`config.mk`:
```
export PLATFORM = sky130hd
export DESIGN_NAME = kfvi_div
export DESIGN_NICKNAME = d
export VERILOG_FILES = /design/src/rtl/kfvi_pkg.sv /design/src/rtl/kfvi_div.sv
export SDC_FILE = /design/constraint.sdc
export NUM_CORES = 1
export LEC_CHECK = 0
export ABC_AREA = 1
export BUFFER_PORTS_ARGS = -buffer_cell sky130_fd_sc_hd__clkbuf_2
export CORE_MARGIN = 4
export CORE_UTILIZATION = 35
export DETAILED_ROUTE_END_ITERATION = 10
export HOLD_SLACK_MARGIN = 0.02
export SYNTH_ARGS = -nofsm -noshare
export SYNTH_HDL_FRONTEND = slang
export SYNTH_SLANG_ARGS = --single-unit
```
`constraint.sdc`:
```
create_clock -name clk_i -period 2.6 [get_ports clk_i]
set_input_delay 0.26 -clock clk_i [delete_from_list [all_inputs] [get_ports clk_i]]
set_output_delay 0.26 -clock clk_i [all_outputs]
set_load 0.03 [all_outputs]
```
`src/rtl/kfvi_pkg.sv`:
```
// Shared types and constants of the keyframe vector interpolator.
`default_nettype none

package kfvi_pkg;

  localparam int unsigned KEY_IDX_W   = 6;
  localparam int unsigned TIME_W      = 32;
  localparam int unsigned VAL_W       = 32;
  localparam int unsigned CNT_W       = 7;
  localparam int unsigned FRAC_W      = 16;
  localparam int unsigned MaxKeysDef  = 64;

  typedef enum logic {
    OP_LOAD  = 1'b0,
    OP_QUERY = 1'b1
  } opcode_e;

  // Component 0 is x, 1 is y and 2 is z.
  typedef logic [2:0][VAL_W-1:0] vec3_t;

endpackage

`default_nettype wire

```
`src/rtl/kfvi_div.sv`:
```
// Restoring divider that yields the 16-bit interpolation factor, one bit a cycle.
`default_nettype none

module kfvi_div import kfvi_pkg::*; (
  input  logic              clk_i,
  input  logic              rst_ni,
  input  logic              start_i,
  input  logic [TIME_W-1:0] num_i,
  input  logic [TIME_W-1:0] den_i,
  output logic              done_o,
  output logic [FRAC_W-1:0] quot_o
);

  localparam int unsigned CntW = $clog2(FRAC_W + 1);

  logic              busy_q;
  logic              done_q;
  logic [CntW-1:0]   cnt_q;
  logic [TIME_W-1:0] rem_q;
  logic [TIME_W-1:0] den_q;
  logic [FRAC_W-1:0] quot_q;

  logic [TIME_W:0]   shifted;
  logic              ge;
  logic [TIME_W-1:0] rem_d;

  // The remainder stays below the divisor, so the shifted value fits 33 bits.
  always_comb begin
    shifted = {rem_q, 1'b0};
    ge      = shifted >= {1'b0, den_q};
    rem_d   = ge ? TIME_W'(shifted - {1'b0, den_q}) : shifted[TIME_W-1:0];
  end

  always_ff @(posedge clk_i or negedge rst_ni) begin
    if (!rst_ni) begin
      busy_q <= 1'b0;
      done_q <= 1'b0;
      cnt_q  <= '0;
    end else begin
      done_q <= busy_q && (cnt_q == CntW'(1));
      if (start_i) begin
        busy_q <= 1'b1;
        cnt_q  <= CntW'(FRAC_W);
      end else if (busy_q) begin
        cnt_q <= cnt_q - CntW'(1);
        if (cnt_q == CntW'(1)) begin
          busy_q <= 1'b0;
        end
      end
    end
  end

  always_ff @(posedge clk_i) begin
    if (start_i) begin
      rem_q  <= num_i;
      den_q  <= den_i;
      quot_q <= '0;
    end else if (busy_q) begin
      rem_q  <= rem_d;
      quot_q <= {quot_q[FRAC_W-2:0], ge};
    end
  end

  assign done_o = done_q;
  assign quot_o = quot_q;

endmodule

`default_nettype wire

```
**Yosys cells after proc, flatten, opt, wreduce, memory -nomap -nowiden**

Cells that the tools add are included.

- Bits in read-only memories: 0
- Output and inout port bits: 17
- Flip-flop bits (word level): 87
- Word-level logic and storage cells: 20
- Bits in latches: 0
- Bits of input ports: 67
- Bits in writable memories: 0
- Memories kept: 0

- Bitwise gates (word level): 0
- Muxes and demuxes: 8
- Add/subtract/negate cells: 2
- Multiply operators: 0
- Order comparisons: 1
- Shift operators: 0
- Reductions and logical operators: 2
- Divide/modulo/power cells: 0
- Equal/unequal tests: 1

Operators with widths:

| cell | count |
|---|---|
| 2-to-1 mux 32 bit | 3 |
| >= comparator 33 x 32 -> 1 bit | 1 |
| subtractor 32 bit | 1 |
| 2-to-1 mux 5 bit | 2 |
| equality test 5 x 1 -> 1 bit, second input constant | 1 |
| subtractor 5 x 1 -> 5 bit, second input constant | 1 |
| 2-to-1 mux 1 bit | 3 |
| nonzero test 2 bit | 1 |
| logical AND 1 bit | 1 |

**Depth between registers and ports, before layout**

- Word-level depth: 4
- Mapped depth: 17
- Gate-level depth less buffers: 16

**Worst setup path after synthesis**

OpenSTA, ideal clock, no wires.

- Kind: input-to-reg
- Start point: input port start_i
- End point: register rem_q[0], enable pin
- Setup slack: 0.384 ns
- Buffers on the path: 2
- Data required time: 2.191 ns
- Setup time: 0.409 ns
- Arrival time: 1.807 ns
- Cell stages on the path: 4
- Cells stage by stage: clkbuf_1 -> nor2_1 -> clkinv_1 -> buf_1

- Cells in the longest elaborated chain, start to end: 1

Ends and longest elaborated chain:

| element | line | RTL |
|---|---|---|
| start, declared | kfvi_div.sv:7 | `input logic start_i,` |
| nonzero test 2 bit (no source line) | n/a |  |
| end signal, assigned | kfvi_div.sv:55 | `rem_q <= num_i;` |
| end signal, assigned | kfvi_div.sv:59 | `rem_q <= rem_d;` |
| end, declared | kfvi_div.sv:19 | `logic [TIME_W-1:0] rem_q;` |

Every way passes these cells.
A chain may end at the register's enable or synchronous reset.

**Worst setup path in the final report**

- Start point: register rem_q[14]
- End point: register rem_q[27] (data pin)

- Cells in the longest elaborated chain, start to end: 4
- Elaborated cells between the ends (all ways): 5
- Those cells by class: add/sub (1); order compare (1); mux (3)

Ends and longest elaborated chain:

| element | line | RTL |
|---|---|---|
| subtractor 32 bit / >= comparator 33 x 32 -> 1 bit (equally long branches) | kfvi_div.sv:31, kfvi_div.sv:30 |  |
| 2-to-1 mux 32 bit (*) | kfvi_div.sv:31 | `rem_d = ge ? TIME_W'(shifted - {1'b0, den_q}) : shifted[TIME_W-1:0];` |
| 2-to-1 mux 32 bit (*) | kfvi_div.sv:58 | `end else if (busy_q) begin` |
| 2-to-1 mux 32 bit (*) | kfvi_div.sv:54 | `if (start_i) begin` |

Mark *: on every way between the ends. The rest lies on a longest branch, timed or not. The select of a mux whose other input is x is not followed.

==> out/results.txt <==
Post-CTS Setup Bufs = 0
Setup CP Type = flop to flop
Initial Utilization = 36.21%
Setup violators final = 0
Worst setup EP type = flop
First-pass detailed-route iteration total = 5
Max-slew violation count = 0
ANT cells = 0
R2r setup slk = 150 ps
Global-route wire length before repair = 28.11 mm
Max stage delay on crit path = 410 ps
CP Launch Type = flop
Worst Clk Skew = 8.676 ps
Worst Path Required = 2710 ps
Register area share after synthesis = 38.07%
Final net count = 1,095
IO Port Bufs = 83
Hold depth = 1
WHS Endpoint = den_q[23]
Clock Tree Root = clkbuf_16
RSZ-0062 raised after global routing = no
Syn avg cell area = 7.032 um^2
Cell row count = 48
Post-DP HPWL = 13.28 mm
Synth Instances = 903
Hold_ws = 73.95 ps
DRT antenna net count = 0
Hold_sp = den_i[23]
YS warnings = 0
WL/cell = 14.32 um
Cell count of the worst reg-to-reg path = 14
Initial DRC count = 351
Top-area cell type share of the netlist area = 30.27%
Slew headroom = 61.07%
Synth top area cells = edfxtp_1, nand2_1, inv_1
Area Growth Syn to Fin = 16.77%
GRT overflow = 0
Synth Cell Area = 0.006350 mm^2
Vias = 5,641
Status = finished clean
Distinct cells, synth = 36
Slew @ Worst Pin = 583.9 ps
HP Class = input port to flop
DRC violations left = 0
Share of layout cells above drive strength 1 = 15.53%
#FFs+latches synth = 87
Tcrit/Tclk final = 94.08%
Mapped Nets = 1,005
CTS tree = done
CP cell instances = ha_1 -> nand2_1 -> nor2_2 -> nand2_1 -> nor2_2 -> nand2_1 -> nand2_2 -> nor2_8 -> buf_12 -> nand3_2 -> nand2_1 -> clkinv_1 -> nand2_1 -> nand2_1
CP Data Arrival Time = 2560 ps
CTS Buf Count = 9
Slowest CP cell = edfxtp_1
Fmax = 408.8 MHz
Routability Congestion = 0.9606
Clk Latency, worst-skew pair = 360 ps
Vias per cell = 4.612
Reg2reg start = rem_q[14]
Fin crit period = 2446 ps
Area leader, netlist = edfxtp_1
Top-level I/O count = 84
Vias in the first global route = 5,640
Wirelength, routed = 17.51 mm
Max-cap violations = 0
Die height = 142.7 um
Power density cells = 1089 mW/mm^2
Crit path max fanout = 7
LEAKAGE = 0.003937 uW
Fin. Hold Viols = 0
Die ar. = 0.02036 mm^2
Setup_tns = 0 ps
Clock Tree Buf Depth = 2
Worst vdd ir = 0.0004067 V
Die W = 142.7 um
CP most frequent cell = nand2_1
Initial antenna violation count = 0
H-Tree Depth = 3
Num Clock Sinks = 87
Clk slew on worst S/H paths = 80 ps
GRT Resource Usage Total = 17.41%
Reg-to-Reg End = rem_q[27]
Pin count of the biggest net entering global routing = 51
Core area = 0.01754 mm^2
## worst max-delay path by stage
stage / to / from
floorplan: rem_q[0] / start_i
global placement: rem_q[31] / rem_q[2]
detailed placement: rem_q[31] / rem_q[2]
global route: rem_q[31] / rem_q[25]
CTS: rem_q[31] / rem_q[2]
finish: rem_q[27] / rem_q[14]
## repair_timing
item | 4_1_cts | 5_1_grt
resized for setup | 0 | 14
hold buffers | 1 | 0
hold endpoints to repair | 7 | 0
setup endpoints to repair | 0 | 25
## layout make-up
| cell class | count | area [um^2] |
|---|---|---|
| inverter | 186 | 698.2 |
| tap | 225 | 281.5 |
| timing repair buffer | 95 | 540.5 |
| clock inverter | 7 | 71.32 |
| multi-input combinational | 614 | 3181 |
| clock buffer | 9 | 225.2 |
| sequential | 87 | 2417 |
| fill | 1892 | 10120 |
## cells in the mapped netlist
| cell | n |
|---|---|
| clkinv_1 | 4 |
| nor2_1 | 45 |
| dfrtp_1 | 7 |
| a21oi_2 | 1 |
| inv_2 | 7 |
| o22ai_1 | 15 |
| nand2_4 | 1 |
| buf_6 | 5 |
| nor2_8 | 1 |
| fa_1 | 1 |
| nor2_2 | 7 |
| and2_1 | 6 |
| o21ai_0 | 6 |
| clkbuf_1 | 5 |
| o21bai_1 | 2 |
| buf_2 | 7 |
| o21a_1 | 2 |
| dfxtp_1 | 16 |
| nand2_2 | 10 |
| ha_1 | 34 |
| nand3_1 | 66 |
| or2_2 | 1 |
| nand2_1 | 336 |
| inv_1 | 175 |
| a21oi_1 | 18 |
| xnor2_1 | 13 |
| o21ai_1 | 1 |
| buf_1 | 1 |
| nor4_1 | 1 |
| nand4_1 | 9 |
| nor3_1 | 1 |
| xor2_1 | 1 |
| nand3b_1 | 26 |
| nand2_8 | 1 |
| nand3_2 | 7 |
| edfxtp_1 | 64 |
## critical path, delay by kind of cell, from the launching register on
family                     cells  cell delay (ps)
DFF                            1              410
buffers and inverters          2              230
and+or+nand+nor               11             1190
adders and majority gates      1              370
## report_power, final
group / switching (uW) / internal (uW) / total (uW)
combinational: 2980 / 1720 / 4700
sequential: 165 / 1900 / 2060
clock: 634 / 679 / 1310
## metrics by stage
stage          total power [uW]  worst slack [ps]  std cells  util [%]  instance area, um^2
2_1_floorplan              5517             384.5        903         -                 6350
3_3_place_gp               6596             94.61       1204     40.08                 7028
3_5_place_dp               6612             84.56       1204     40.08                 7028
4_1_cts                    7963             87.55       1221     41.82                 7335
5_1_grt                    8836             4.536       1223     42.28                 7415
6_report                   8071             153.9       1223     42.28                 7415
## sequential cells by signal, indices dropped and copies added (netlist names)
signal  count
cnt_q       5
den_q      32
rem_q      32
busy_q      1
quot_o     16
done_o      1
## cell families after synthesis
| family | after synthesis | synth area share, % |
|---|---|---|
| adders and majority gates | 35 | 7.015 |
| AOI/OAI and AO/OA | 45 | 4.059 |
| xor gates and xnor gates | 14 | 1.931 |
| and+or+nand+nor | 518 | 36.14 |
| DFF | 87 | 38.07 |
| buffers and inverters | 204 | 12.79 |
## cell usage in the layout, fill, tap and decap left out, drive strengths merged
cell / netlist / final
a21oi: 19 / 19
and2: 6 / 6
buf: 13 / 11
clkbuf: 5 / 92
clkinv: 4 / 6
dfrtp: 7 / 7
dfxtp: 16 / 16
dlygate4sd3: 0 / 1
edfxtp: 64 / 64
fa: 1 / 1
ha: 34 / 34
inv: 182 / 187
nand2: 348 / 349
nand3: 73 / 73
nand3b: 26 / 26
nand4: 9 / 9
nor2: 53 / 54
nor3: 1 / 1
nor4: 1 / 1
o21a: 2 / 2
o21ai: 7 / 7
o21bai: 2 / 2
o22ai: 15 / 15
or2: 1 / 1
xnor2: 13 / 13
xor2: 1 / 1
## routing by layer
metal	wire (um)	vias to the layer above	share of wire, %	global-route usage, %
li1	-	2985	-	-
met1	8302	2502	47	23.56
met2	7955	136	45	28.41
met3	973	18	5.6	3.617
met4	277	0	1.6	4.652
met5	0	-	0	0
Note: power is estimated with default switching activity, not from simulation.
